[config.mk]
export PLATFORM = sky130hd
export DESIGN_NAME = first_fit_allocator_with_compaction_unit_flat
export DESIGN_NICKNAME = d
export VERILOG_FILES = /design/src/hw/rtl/ffa_pkg.sv /design/src/hw/rtl/ffa_req_if.sv /design/src/hw/rtl/ffa_rsp_if.sv /design/src/hw/rtl/ffa_datapath.sv /design/src/hw/rtl/ffa_ctrl.sv /design/src/hw/rtl/first_fit_allocator_with_compaction_unit.sv /design/src/flat_wrapper.sv
export SDC_FILE = /design/constraint.sdc
export NUM_CORES = 2
export LEC_CHECK = 0
export ABC_CLOCK_PERIOD_IN_PS = 10600
export BUFFER_PORTS_ARGS = -buffer_cell sky130_fd_sc_hd__buf_2
export CAP_MARGIN = 20
export CORE_ASPECT_RATIO = 2
export CORE_MARGIN = 1
export CORE_UTILIZATION = 30
export CTS_BUF_LIST = sky130_fd_sc_hd__clkbuf_4 sky130_fd_sc_hd__clkbuf_8
export DETAILED_ROUTE_END_ITERATION = 6
export RECOVER_POWER = 25
export SLEW_MARGIN = 20
export SYNTH_ARGS = -nofsm -noshare
export SYNTH_HDL_FRONTEND = slang
export SYNTH_SLANG_ARGS = --single-unit
[constraint.sdc]
create_clock -name clk -period 10.6 [get_ports clk]
set_input_delay 1.59 -clock clk [delete_from_list [all_inputs] [get_ports clk]]
set_output_delay 1.59 -clock clk [all_outputs]
set_load 0.01 [all_outputs]
[src/hw/rtl/ffa_pkg.sv]
// ----------------------------------------------------------------------------
// ffa_pkg
// Shared types and codes of the first-fit allocator with compaction.
// ----------------------------------------------------------------------------
package ffa_pkg;

  localparam int ADDR_W = 17;

  localparam logic [1:0] CMD_ALLOC  = 2'd0;
  localparam logic [1:0] CMD_DELETE = 2'd1;
  localparam logic [1:0] CMD_DEFRAG = 2'd2;

  localparam logic [1:0] OUT_OK      = 2'd0;
  localparam logic [1:0] OUT_NULL    = 2'd1;
  localparam logic [1:0] OUT_ILLEGAL = 2'd2;

  localparam logic [3:0] OP_NOP      = 4'd0;
  localparam logic [3:0] OP_LOAD     = 4'd1;
  localparam logic [3:0] OP_SCAN     = 4'd2;
  localparam logic [3:0] OP_FOUND    = 4'd3;
  localparam logic [3:0] OP_TAIL     = 4'd4;
  localparam logic [3:0] OP_SHIFT_UP = 4'd5;
  localparam logic [3:0] OP_INSERT   = 4'd6;
  localparam logic [3:0] OP_FAIL     = 4'd7;
  localparam logic [3:0] OP_ILLEGAL  = 4'd8;
  localparam logic [3:0] OP_HSTEP    = 4'd9;
  localparam logic [3:0] OP_SHIFT_DN = 4'd10;
  localparam logic [3:0] OP_DEL_DONE = 4'd11;
  localparam logic [3:0] OP_DEFRAG   = 4'd12;

  typedef struct packed {
    logic [3:0] op;
  } dp_ctl_t;

  typedef struct packed {
    logic pre_fail;
    logic at_cnt;
    logic fit;
    logic tail_fit;
    logic h_zero;
    logic h_match;
    logic at_pos;
    logic at_last;
    logic out_busy;
  } dp_sts_t;

endpackage

[src/hw/rtl/ffa_req_if.sv]
// ----------------------------------------------------------------------------
// ffa_req_if
// Command channel: valid/ready with command, size and handle.
// ----------------------------------------------------------------------------
interface ffa_req_if;
  logic        valid;
  logic        ready;
  logic [1:0]  cmd;
  logic [15:0] req_size;
  logic [15:0] req_handle;

  modport source (output valid, output cmd, output req_size, output req_handle,
                  input ready);
  modport sink (input valid, input cmd, input req_size, input req_handle,
                output ready);
endinterface

[src/hw/rtl/ffa_rsp_if.sv]
// ----------------------------------------------------------------------------
// ffa_rsp_if
// Result channel: valid/ready with outcome and handle.
// ----------------------------------------------------------------------------
interface ffa_rsp_if;
  logic        valid;
  logic        ready;
  logic [1:0]  outcome;
  logic [15:0] handle_out;

  modport source (output valid, output outcome, output handle_out, input ready);
  modport sink (input valid, input outcome, input handle_out, output ready);
endinterface

[src/hw/rtl/ffa_datapath.sv]
// ----------------------------------------------------------------------------
// ffa_datapath
// Block table memory, scan registers, handle counter and result register.
// ----------------------------------------------------------------------------
module ffa_datapath #(
  parameter int MAX_BLOCKS  = 64,
  parameter int HANDLE_BITS = 16
) (
  input  logic             clk,
  input  logic             rst,
  input  ffa_pkg::dp_ctl_t ctl,
  output ffa_pkg::dp_sts_t sts,
  input  logic [15:0]      req_size,
  input  logic [15:0]      req_handle,
  input  logic             cfg_we,
  input  logic [15:0]      cfg_wdata,
  output logic             rsp_valid,
  input  logic             rsp_ready,
  output logic [1:0]       outcome,
  output logic [15:0]      handle_out
);

  localparam int AW = (MAX_BLOCKS > 1) ? $clog2(MAX_BLOCKS) : 1;
  localparam int CW = AW + 1;
  localparam int HB = HANDLE_BITS;
  localparam int HW = (HB > 16) ? HB : 16;
  localparam int PW = ffa_pkg::ADDR_W;
  localparam int EW = HB + 2 * PW;

  logic [EW-1:0] mem [MAX_BLOCKS];
  logic [EW-1:0] rdata;

  logic [15:0]   mem_size;
  logic [CW-1:0] cnt, cnt_next;
  logic [CW-1:0] idx, idx_next;
  logic [CW-1:0] pos, pos_next;
  logic [PW-1:0] prev, prev_next;
  logic [15:0]   size_r;
  logic [15:0]   hreq;
  logic [HB-1:0] lh, lh_next;

  logic [HB-1:0] r_handle;
  logic [PW-1:0] r_start, r_end, len, new_end;
  logic [PW:0]   sum;
  logic [HB-1:0] lh_inc;
  logic [HW-1:0] lh_wide, r_handle_wide, hreq_wide;
  logic          we;
  logic [CW-1:0] waddr;
  logic [EW-1:0] wdata;

  assign r_handle = rdata[EW-1 -: HB];
  assign r_start  = rdata[2*PW-1 -: PW];
  assign r_end    = rdata[PW-1:0];
  assign sum      = {1'b0, prev} + (PW+1)'(size_r);
  assign len      = r_end - r_start;
  assign new_end  = prev + len;
  assign lh_inc   = lh + HB'(1);
  assign lh_wide       = HW'(lh_inc);
  assign r_handle_wide = HW'(r_handle);
  assign hreq_wide     = HW'(hreq);

  always_comb begin
    sts.pre_fail = (size_r > mem_size) || (cnt == CW'(MAX_BLOCKS)) || (lh == '1);
    sts.at_cnt   = (idx == cnt);
    sts.fit      = (sum <= {1'b0, r_start});
    sts.tail_fit = (sum <= ((PW+1)'(mem_size) + (PW+1)'(1)));
    sts.h_zero   = (hreq == 16'd0);
    sts.h_match  = (r_handle_wide == hreq_wide);
    sts.at_pos   = (idx == pos);
    sts.at_last  = ((idx + CW'(1)) == cnt);
    sts.out_busy = rsp_valid && !rsp_ready;
  end

  always_comb begin
    idx_next  = idx;
    pos_next  = pos;
    prev_next = prev;
    cnt_next  = cnt;
    lh_next   = lh;
    we        = 1'b0;
    waddr     = idx;
    wdata     = rdata;
    case (ctl.op)
      ffa_pkg::OP_LOAD: begin
        idx_next  = '0;
        prev_next = PW'(1);
      end
      ffa_pkg::OP_SCAN: begin
        prev_next = r_end;
        idx_next  = idx + CW'(1);
      end
      ffa_pkg::OP_FOUND: begin
        pos_next = idx;
        idx_next = cnt - CW'(1);
      end
      ffa_pkg::OP_TAIL: begin
        pos_next = cnt;
      end
      ffa_pkg::OP_SHIFT_UP: begin
        we       = 1'b1;
        waddr    = idx + CW'(1);
        idx_next = idx - CW'(1);
      end
      ffa_pkg::OP_INSERT: begin
        we       = 1'b1;
        waddr    = pos;
        wdata    = {lh_inc, prev, sum[PW-1:0]};
        cnt_next = cnt + CW'(1);
        lh_next  = lh_inc;
      end
      ffa_pkg::OP_HSTEP: begin
        idx_next = idx + CW'(1);
      end
      ffa_pkg::OP_SHIFT_DN: begin
        we       = 1'b1;
        waddr    = idx - CW'(1);
        idx_next = idx + CW'(1);
      end
      ffa_pkg::OP_DEL_DONE: begin
        cnt_next = cnt - CW'(1);
      end
      ffa_pkg::OP_DEFRAG: begin
        we        = 1'b1;
        wdata     = {r_handle, prev, new_end};
        prev_next = new_end;
        idx_next  = idx + CW'(1);
      end
      default: begin
      end
    endcase
  end

  always_ff @(posedge clk) begin
    if (we) begin
      mem[waddr[AW-1:0]] <= wdata;
    end
    rdata <= mem[idx_next[AW-1:0]];
  end

  always_ff @(posedge clk) begin
    idx  <= idx_next;
    pos  <= pos_next;
    prev <= prev_next;
    if (ctl.op == ffa_pkg::OP_LOAD) begin
      size_r <= req_size;
      hreq   <= req_handle;
    end
  end

  always_ff @(posedge clk) begin
    if (rst) begin
      mem_size  <= 16'hFFFF;
      cnt       <= '0;
      lh        <= '0;
      rsp_valid <= 1'b0;
    end else begin
      if (cfg_we) begin
        mem_size <= cfg_wdata;
      end
      cnt <= cnt_next;
      lh  <= lh_next;
      if (rsp_valid && rsp_ready) begin
        rsp_valid <= 1'b0;
      end
      if (ctl.op == ffa_pkg::OP_INSERT || ctl.op == ffa_pkg::OP_FAIL ||
          ctl.op == ffa_pkg::OP_ILLEGAL) begin
        rsp_valid <= 1'b1;
      end
    end
  end

  always_ff @(posedge clk) begin
    case (ctl.op)
      ffa_pkg::OP_INSERT: begin
        outcome    <= ffa_pkg::OUT_OK;
        handle_out <= lh_wide[15:0];
      end
      ffa_pkg::OP_FAIL: begin
        outcome    <= ffa_pkg::OUT_NULL;
        handle_out <= 16'd0;
      end
      ffa_pkg::OP_ILLEGAL: begin
        outcome    <= ffa_pkg::OUT_ILLEGAL;
        handle_out <= 16'd0;
      end
      default: begin
      end
    endcase
  end

endmodule

[src/hw/rtl/ffa_ctrl.sv]
// ----------------------------------------------------------------------------
// ffa_ctrl
// Sequencer for allocate, delete and defragment walks over the table.
// ----------------------------------------------------------------------------
module ffa_ctrl (
  input  logic             clk,
  input  logic             rst,
  input  logic             req_valid,
  input  logic [1:0]       req_cmd,
  output logic             req_ready,
  input  ffa_pkg::dp_sts_t sts,
  output ffa_pkg::dp_ctl_t ctl
);

  localparam logic [3:0] S_IDLE   = 4'd0;
  localparam logic [3:0] S_ASCAN  = 4'd1;
  localparam logic [3:0] S_ASHIFT = 4'd2;
  localparam logic [3:0] S_AINS   = 4'd3;
  localparam logic [3:0] S_AFAIL  = 4'd4;
  localparam logic [3:0] S_DSCAN  = 4'd5;
  localparam logic [3:0] S_DSHIFT = 4'd6;
  localparam logic [3:0] S_DDONE  = 4'd7;
  localparam logic [3:0] S_DILL   = 4'd8;
  localparam logic [3:0] S_FRUN   = 4'd9;

  logic [3:0] state, state_next;

  assign req_ready = (state == S_IDLE);

  always_comb begin
    state_next = state;
    ctl.op     = ffa_pkg::OP_NOP;
    case (state)
      S_IDLE: begin
        if (req_valid) begin
          ctl.op = ffa_pkg::OP_LOAD;
          case (req_cmd)
            ffa_pkg::CMD_ALLOC:  state_next = S_ASCAN;
            ffa_pkg::CMD_DELETE: state_next = S_DSCAN;
            ffa_pkg::CMD_DEFRAG: state_next = S_FRUN;
            default:             state_next = S_IDLE;
          endcase
        end
      end
      S_ASCAN: begin
        if (sts.pre_fail) begin
          state_next = S_AFAIL;
        end else if (sts.at_cnt) begin
          if (sts.tail_fit) begin
            ctl.op     = ffa_pkg::OP_TAIL;
            state_next = S_AINS;
          end else begin
            state_next = S_AFAIL;
          end
        end else if (sts.fit) begin
          ctl.op     = ffa_pkg::OP_FOUND;
          state_next = S_ASHIFT;
        end else begin
          ctl.op = ffa_pkg::OP_SCAN;
        end
      end
      S_ASHIFT: begin
        ctl.op = ffa_pkg::OP_SHIFT_UP;
        if (sts.at_pos) begin
          state_next = S_AINS;
        end
      end
      S_AINS: begin
        if (!sts.out_busy) begin
          ctl.op     = ffa_pkg::OP_INSERT;
          state_next = S_IDLE;
        end
      end
      S_AFAIL: begin
        if (!sts.out_busy) begin
          ctl.op     = ffa_pkg::OP_FAIL;
          state_next = S_IDLE;
        end
      end
      S_DSCAN: begin
        if (sts.h_zero || sts.at_cnt) begin
          state_next = S_DILL;
        end else if (sts.h_match) begin
          if (sts.at_last) begin
            state_next = S_DDONE;
          end else begin
            ctl.op     = ffa_pkg::OP_HSTEP;
            state_next = S_DSHIFT;
          end
        end else begin
          ctl.op = ffa_pkg::OP_HSTEP;
        end
      end
      S_DSHIFT: begin
        ctl.op = ffa_pkg::OP_SHIFT_DN;
        if (sts.at_last) begin
          state_next = S_DDONE;
        end
      end
      S_DDONE: begin
        ctl.op     = ffa_pkg::OP_DEL_DONE;
        state_next = S_IDLE;
      end
      S_DILL: begin
        if (!sts.out_busy) begin
          ctl.op     = ffa_pkg::OP_ILLEGAL;
          state_next = S_IDLE;
        end
      end
      S_FRUN: begin
        if (sts.at_cnt) begin
          state_next = S_IDLE;
        end else begin
          ctl.op = ffa_pkg::OP_DEFRAG;
        end
      end
      default: begin
        state_next = S_IDLE;
      end
    endcase
  end

  always_ff @(posedge clk) begin
    if (rst) begin
      state <= S_IDLE;
    end else begin
      state <= state_next;
    end
  end

endmodule

[src/hw/rtl/first_fit_allocator_with_compaction_unit.sv]
// ----------------------------------------------------------------------------
// first_fit_allocator_with_compaction_unit
// First-fit block allocator with delete and compaction over a block table.
// ----------------------------------------------------------------------------
// Commands enter on req (valid/ready): allocate, delete by handle, defragment.
// Results leave on rsp (valid/ready): one per allocate (handle or NULL) and
// one per illegal delete; a good delete, a defragment and command 3 give none.
// mem_size is written through cfg_we/cfg_wdata; the user must write it only
// while the unit is idle, as the unit itself does not enforce this.
// An allocate scans to its insert position and shifts later entries up, a
// delete scans to the handle and shifts later entries down, and a defragment
// walks all live blocks. The walk reads one table entry per cycle from the
// single-read-port memory; one item is in work at a time, ready between items.
// Reset clears the block count, the handle counter and the result valid flag
// and sets mem_size to 65535; the table needs no clearing pass.
// A stalled rsp holds its result; the unit finishes the next item's walk and
// then waits before posting its result.
// ----------------------------------------------------------------------------
module first_fit_allocator_with_compaction_unit #(
  parameter int MAX_BLOCKS  = 64,
  parameter int HANDLE_BITS = 16
) (
  input  logic        clk,
  input  logic        rst,
  ffa_req_if.sink     req,
  ffa_rsp_if.source   rsp,
  input  logic        cfg_we,
  input  logic [15:0] cfg_wdata
);

  ffa_pkg::dp_ctl_t ctl;
  ffa_pkg::dp_sts_t sts;

  ffa_ctrl u_ctrl (
    .clk       (clk),
    .rst       (rst),
    .req_valid (req.valid),
    .req_cmd   (req.cmd),
    .req_ready (req.ready),
    .sts       (sts),
    .ctl       (ctl)
  );

  ffa_datapath #(
    .MAX_BLOCKS  (MAX_BLOCKS),
    .HANDLE_BITS (HANDLE_BITS)
  ) u_dp (
    .clk        (clk),
    .rst        (rst),
    .ctl        (ctl),
    .sts        (sts),
    .req_size   (req.req_size),
    .req_handle (req.req_handle),
    .cfg_we     (cfg_we),
    .cfg_wdata  (cfg_wdata),
    .rsp_valid  (rsp.valid),
    .rsp_ready  (rsp.ready),
    .outcome    (rsp.outcome),
    .handle_out (rsp.handle_out)
  );

endmodule

[src/flat_wrapper.sv]
// flat-port wrapper written by rule: the top's interface ports become plain ports
module first_fit_allocator_with_compaction_unit_flat 
#(
  parameter int MAX_BLOCKS  = 64,
  parameter int HANDLE_BITS = 16
)
  (clk, rst, cfg_we, cfg_wdata, req_valid, req_cmd, req_req_size, req_req_handle, req_ready, rsp_valid, rsp_outcome, rsp_handle_out, rsp_ready);
  ffa_req_if req_i ();
  ffa_rsp_if rsp_i ();
  input  logic clk;
  input  logic rst;
  input  logic cfg_we;
  input  logic [15:0] cfg_wdata;
  input wire logic [$bits(req_i.valid)-1:0] req_valid;
  input wire logic [$bits(req_i.cmd)-1:0] req_cmd;
  input wire logic [$bits(req_i.req_size)-1:0] req_req_size;
  input wire logic [$bits(req_i.req_handle)-1:0] req_req_handle;
  output wire logic [$bits(req_i.ready)-1:0] req_ready;
  output wire logic [$bits(rsp_i.valid)-1:0] rsp_valid;
  output wire logic [$bits(rsp_i.outcome)-1:0] rsp_outcome;
  output wire logic [$bits(rsp_i.handle_out)-1:0] rsp_handle_out;
  input wire logic [$bits(rsp_i.ready)-1:0] rsp_ready;
  assign req_i.valid = req_valid;
  assign req_i.cmd = req_cmd;
  assign req_i.req_size = req_req_size;
  assign req_i.req_handle = req_req_handle;
  assign req_ready = req_i.ready;
  assign rsp_valid = rsp_i.valid;
  assign rsp_outcome = rsp_i.outcome;
  assign rsp_handle_out = rsp_i.handle_out;
  assign rsp_i.ready = rsp_ready;
  first_fit_allocator_with_compaction_unit #(.MAX_BLOCKS(MAX_BLOCKS), .HANDLE_BITS(HANDLE_BITS)) u_core (.clk(clk), .rst(rst), .req(req_i), .rsp(rsp_i), .cfg_we(cfg_we), .cfg_wdata(cfg_wdata));
endmodule
# == Yosys cells after proc, flatten, opt, wreduce, memory -nomap -nowiden ==
# Memories as Yosys holds them, arrays and structs flattened. A register that Yosys moved wholly into a read port is not among the register bits.
# Cells that the tools add are included.
# totals
output_inout_bits,20
regBits,125
input_bits,55
wordCells,125
mem_bits_rw,3200
mem_count,1
# mem_list
memory,depth,width,rd,rd_clocked_by_memory_dff,write_ports,line_no,rtl
u_core.u_dp.mem,64,50,1,1,1,ffa_datapath.sv:30,logic [EW-1:0] mem [MAX_BLOCKS];
# classes
eq_ne,36
reduce_logical,23
n_lt_le_gt_ge,3
add_sub_neg,9
n_mux,40
# op_table
operator,n
$pmux 50 s2,1
$mux 4,17
$pmux 17 s3,1
$pmux 4 s10,1
$le 18x17->1,2
$eq 4x3->1 const B,8
$pmux 16 s2,1
$eq 4x4->1 const B,7
$pmux 4 s7,1
$pmux 7 s2,2
$pmux 7 s4,1
$eq 7x7->1,3
$add 17x16->18,1
$pmux 6 s3,1
$add 16x1->17 const B,1
$add 17x17->17,1
$sub 17x17->17,1
$add 16x1->16 const B,1
$eq 16x16->1,1
$eq 16x16->1 const B,1
$eq 4x2->1 const B,4
$gt 16x16->1,1
$logic_not 16->1,1
$add 7x1->7 const B,2
25 further kinds,50

# == Logic depth before layout (Yosys ltp) ==
# depth
ltp_word,11
depth_mapped,32
ltp_nobuf,28

# == Hierarchy ==
# Synthesis repeated with hierarchy kept, for this count alone.
# unflattened
cells_unflattened,9548
area_unflattened_um2,137733.3
# modules_own_cells
mod,cells_each,area_per_inst_um2,seq_area_each_um2,n_inst
ffa_datapath,9459,137114.0,100266.2,1
ffa_ctrl,89,619.3,80.1,1

# == Least setup slack after synthesis ==
# No wires, ideal clock.
# synth_timing
path_kind,register to register
from,reg u_core.u_dp.prev[0]
to,"mem u_core.u_dp.mem[0][9] in the netlist's numbering, data pin"
stages_incl_launch_ff,26
required_ns,9.591
t_arrival_ns,9.255
path_slack_ns,0.337
path_buffers,3
period_less_slack_ns,10.263
setup_ns,1.009
cell_sequence,edfxtp_1 ha_1 inv_1 fa_1 nor2b_1 o21ai_0 a21boi_0 o21ai_0 a21boi_0 o21ai_0 a21oi_1 o41ai_1 o21ai_0 mux2_2 or2_2 ha_1 a211oi_1 o21ai_0 a211o_1 a211o_1 nor2_1 a311oi_2 buf_2 buf_2 clkbuf_1 o311ai_0
# synth_via
elab_chain_cells,8
word_cells_on_any_way,12
classes_between,add/sub (2); order compare (2); eq/ne (2); mux (6)
# synth_rtl
item,line_no,rtl
"start, declared",ffa_datapath.sv:37,"logic [PW-1:0] prev, prev_next;"
"start signal, assigned",ffa_datapath.sv:143,prev <= prev_next;
$add 17x16->18,ffa_datapath.sv:54,"assign sum = {1'b0, prev} + (PW+1)'(size_r);"
"$le 18x17->1, on equally long branches","ffa_datapath.sv:65, ffa_datapath.sv:66",
$mux 1 or $mux 3 (tied branches),"ffa_ctrl.sv:55, ffa_ctrl.sv:49",
$mux 4,ffa_ctrl.sv:48,end else if (sts.at_cnt) begin
$mux 4,ffa_ctrl.sv:46,if (sts.pre_fail) begin
$pmux 4 s10,ffa_ctrl.sv:33,case (state)
$eq 4x4->1 or $eq 4x3->1 (tied branches),ffa_datapath.sv:83,case (ctl.op)
$pmux 50 s2 (*),ffa_datapath.sv:83,
named net u_core.u_dp.wdata[9],ffa_datapath.sv:49,logic [EW-1:0] wdata;
"end, declared",ffa_datapath.sv:30,
# Mark *: on every way through the listed nets, which the timed path passes. The rest lies on a longest branch.

# == Worst setup path in the final report ==
# layout_timing
from,reg u_core.u_dp.size_r[0]
to,"mem u_core.u_dp.mem[21][26] in the netlist's numbering, data pin"
# layout_via
elab_chain_cells,8
word_cells_on_any_way,14
classes_between,add/sub (1); order compare (3); eq/ne (2); mux (6); reduce/logical (2)
# layout_rtl
item,line_no,rtl
"start, declared",ffa_datapath.sv:38,logic [15:0] size_r;
"start signal, assigned",ffa_datapath.sv:145,size_r <= req_size;
$add 17x16->18,ffa_datapath.sv:54,
"$le 18x17->1, on equally long branches","ffa_datapath.sv:65, ffa_datapath.sv:66",
$mux 1 or $mux 3 (tied branches),"ffa_ctrl.sv:55, ffa_ctrl.sv:49",
$mux 4,ffa_ctrl.sv:48,
$mux 4 (*),ffa_ctrl.sv:46,
$pmux 4 s10 (*),ffa_ctrl.sv:33,
$eq 4x4->1 or $eq 4x3->1 (tied branches),ffa_datapath.sv:83,
$pmux 50 s2 (*),ffa_datapath.sv:83,
named net u_core.u_dp.wdata[26],ffa_datapath.sv:49,
# Marks and branches as above.

==> results.rst <==
.. list-table::
   :header-rows: 1

   * - Metric
     - Value
   * - Status
     - finished, violations left
   * - Failing checks
     - capacitance limit, slew limit
   * - Worst R2R End
     - u_core.u_dp.mem[21][26]$_DFFE_PP_
   * - Die width
     - 482 um
   * - Final RePlAce weighted congestion
     - 0.885
   * - Cell types occupying the most area after synthesis
     - sky130_fd_sc_hd__edfxtp_1 (71%), sky130_fd_sc_hd__mux2i_1 (5.8%), sky130_fd_sc_hd__mux2_2 (3.3%)
   * - Vias in the first global route
     - 81200
   * - Number of clock buffers inserted by TritonCTS
     - 411
   * - Number of distinct library cells after synthesis
     - 80
   * - Finish-stage setup viols
     - 0
   * - Port-buffer cells
     - 74
   * - Number of H-tree branching levels
     - 5
   * - Crit path buffers/inverters
     - 4
   * - Post-Syn Instances
     - 9301
   * - Type of the most critical hold path
     - reg -> reg
   * - Clock tree from TritonCTS
     - built
   * - Worst Tran Pin Value
     - 3.12 ns
   * - WL/cell
     - 26.8 um
   * - Synth Register Bits
     - 3375
   * - HPWL after DPL
     - 255 mm
   * - DR vias
     - 81400
   * - Starting DRC count in detailed routing
     - 7984
   * - Clock insertion delay at the later pin of the skew report
     - 1.13 ns
   * - First-pass GRT wire length
     - 593 mm
   * - Starting Density
     - 30.1%
   * - Min-Delay Endpoint
     - u_core.u_dp.lh[1]$_SDFFE_PP0N_
   * - Gate family responsible for the most delay along the worst path
     - compound AO/OA/AOI/OAI gates
   * - Arrival time of data at the critical path endpoint
     - 10.57 ns
   * - Timing-limited maximum frequency
     - 103 MHz
   * - Row Count
     - 352
   * - Root buffer selected by CTS
     - sky130_fd_sc_hd__clkbuf_8
   * - Post-CTS repair timing setup buffer count
     - 0
   * - Clock transition at path regs
     - 0.07 ns
   * - Number of antenna violations at the first check in global routing
     - 9
   * - Max transition margin
     - -108%
   * - Synthesized area
     - 138000 um2
   * - Syn nets
     - 9463
   * - Synth Warn #
     - 0
   * - Area enclosed by the die boundary
     - 463000 um2
   * - Worst clock skew on the final layout
     - 0.0890 ns
   * - Worst path setup slack after routing
     - 0.904 ns
   * - Hold Path Cell Cnt
     - 2
   * - Final-layout fill cell count
     - 44100
   * - Post-synth top cells
     - sky130_fd_sc_hd__edfxtp_1 (3275), sky130_fd_sc_hd__nand2_1 (911), sky130_fd_sc_hd__mux2i_1 (804)
   * - Data required time at the worst endpoint
     - 11.47 ns
   * - Overall global routing resource usage
     - 17.8%
   * - Prevailing post-synth register cell
     - sky130_fd_sc_hd__edfxtp_1
   * - Dominant cell by count in the synthesized netlist
     - sky130_fd_sc_hd__edfxtp_1
   * - Proportion of register bits with asynchronous set or reset after synthesis
     - 0%
   * - Proportion of layout cells with a drive suffix above 1
     - 15.4%
   * - Clock sink count
     - 3375
   * - Fin crit period
     - 9.70 ns
   * - Beginning of the worst register-to-register path
     - u_core.u_dp.size_r[0]$_DFFE_PP_
   * - Largest area contributor in the netlist
     - sky130_fd_sc_hd__edfxtp_1
   * - Via count normalized by instance count
     - 5.12
   * - Depth of the most critical reg-to-reg path
     - 25
   * - Max-slew violation count
     - 1060
   * - Number of synthesized flops with an enable pin
     - 3275
   * - Worst-case clock buffer depth
     - 4
   * - Launching element of the worst setup path
     - u_core.u_dp.size_r[0]$_DFFE_PP_
   * - Worst Path Class, Setup
     - reg -> reg
   * - Average cell area after synthesis
     - 14.8 um2
   * - CP max stage cell
     - sky130_fd_sc_hd__o21ai_1
   * - Sequential-to-total area share from yosys stat
     - 72.7%
   * - Layout area overhead
     - 13.2%
   * - Post-placement worst setup slack
     - 1.47 ns
   * - Die Ht
     - 962 um
   * - Post-detailed-route count of antenna-violating nets
     - 0
   * - Maximum number of pins on one net before global-route repair
     - 176
   * - Overflow left after global routing
     - 0
   * - FF-to-FF setup slack
     - 0.90 ns
   * - Core box area
     - 459000 um2
   * - Number of failing hold endpoints at the final stage
     - 0
   * - Hold path startpoint
     - u_core.u_dp.lh[1]$_SDFFE_PP0N_
   * - Post-cts hold buffer count
     - 0
   * - Share of the clock period used by the worst path after layout
     - 91.5%
   * - Max-cap viol count
     - 20
   * - Share of the core filled with cells in the final layout
     - 34.1%
   * - Peak per-stage delay on the critical path
     - 2.15 ns
   * - Post-Route WL
     - 426 mm
   * - CTS resizes
     - 0
   * - Area share of the largest cell type after synthesis
     - 71.2%
   * - Total iterations of the first detailed-routing run
     - 6
   * - Top-level I/O count
     - 75
   * - Crit start category
     - register
   * - Remaining routing DRC violations
     - 0
   * - Total negative slack
     - 0 ns
   * - Worst-path maximum fanout
     - 42
   * - CP endpoint kind
     - register
   * - Count of nets after finishing
     - 9699
   * - Setup repair after global routing missed its margin
     - false
worst max path at each step:
stage	to	slack [ns]	cells past startpoint
after floorplan	u_core.u_dp.mem[0][9]$_DFFE_PP_	0.34	25
after global placement	u_core.u_dp.rdata[45]$_DFF_P_	1.32	29
after detailed placement	u_core.u_dp.rdata[45]$_DFF_P_	1.47	29
after CTS	u_core.u_dp.rdata[45]$_DFF_P_	1.36	29
after global routing	u_core.u_dp.mem[32][28]$_DFFE_PP_	0.43	27
final	u_core.u_dp.mem[21][26]$_DFFE_PP_	0.90	25
flip-flops by register name, summed over array words and instances, names as in the netlist, 4 cells and up:
| register | cells |
|---|---|
| u_core.u_dp.mem | 3200 |
| u_core.u_dp.rdata | 50 |
| u_core.u_dp.prev | 17 |
| u_core.u_dp.handle_out | 16 |
| u_core.u_dp.hreq | 16 |
| u_core.u_dp.lh | 16 |
| u_core.u_dp.mem_size | 16 |
| u_core.u_dp.size_r | 16 |
| u_core.u_dp.cnt | 7 |
| u_core.u_dp.idx | 7 |
| u_core.u_dp.pos | 7 |
| u_core.u_ctrl.state | 4 |
placed cells by master, fill, tap and decap left out, drive strengths merged, types with 65 or more instances in the layout:
cell,instances
buf,317
and3,216
clkinv,147
nand4,119
nand2,911
o21ai,458
dfxtp,100
mux2i,804
ha,90
a211oi,215
nand3,240
mux2,403
inv,147
nor4,82
nor2,783
edfxtp,3275
and2,206
xor2,65
a22oi,207
clkbuf,602
a22o,109
kinds of logic (layout without fill, tap and decap cells):
| family | after synthesis | after routing | synth area share, % |
|---|---|---|---|
| other | 0 | 3 | 0 |
| adders and majority gates | 107 | 107 | 1.06 |
| DFF | 3375 | 3375 | 72.7 |
| AOI/OAI and AO/OA | 1177 | 1177 | 5.68 |
| buffers and inverters | 677 | 1255 | 1.98 |
| and+or+nand+nor | 2636 | 2636 | 8.72 |
| xor gates and xnor gates | 122 | 122 | 0.789 |
| muxes | 1207 | 1207 | 9.11 |
layout make-up:
cell class                 instances  area (um2)  share of cell area, %
clock inverter                   204        1870                   1.19
sequential                      3375      100000                   64.2
clock buffer                     551        6890                   4.40
antenna                            3        7.51                0.00480
multi-input combinational       5249       36000                   23.0
tap                             6018        7530                   4.81
inverter                         132         503                  0.322
timing repair buffer             368        3280                   2.10
stage by stage:
stage / instances / hold slack [ns] / area [um2]
3_5_place_dp: 15100 / 0.520 / 148000
5_1_grt: 15900 / 0.598 / 156000
2_1_floorplan: 9301 / 0.479 / 138000
6_report: 15900 / 0.537 / 156000
4_1_cts: 15900 / 0.527 / 157000
3_3_place_gp: 15100 / 0.495 / 148000
metal layers:
layer / up-vias / share of wire [%] / GRT usage, %
met4: 2 / 7.0 / 11.1
met3: 995 / 5.9 / 2.38
met2: 3067 / 54 / 33.5
met1: 41800 / 34 / 18.3
li1: 35600 / - / -
met5: - / 0.0040 / 0
tightest hold or removal path: cells and delay by family, from the launching register on:
family           cells  cell delay (ns)
DFF                  1             0.35
muxes                1             0.07
and+or+nand+nor      1             0.08
Power is left out: the tool's default activity adds up to more than one toggle a clock period on the data nets, which glitch-free logic cannot reach.
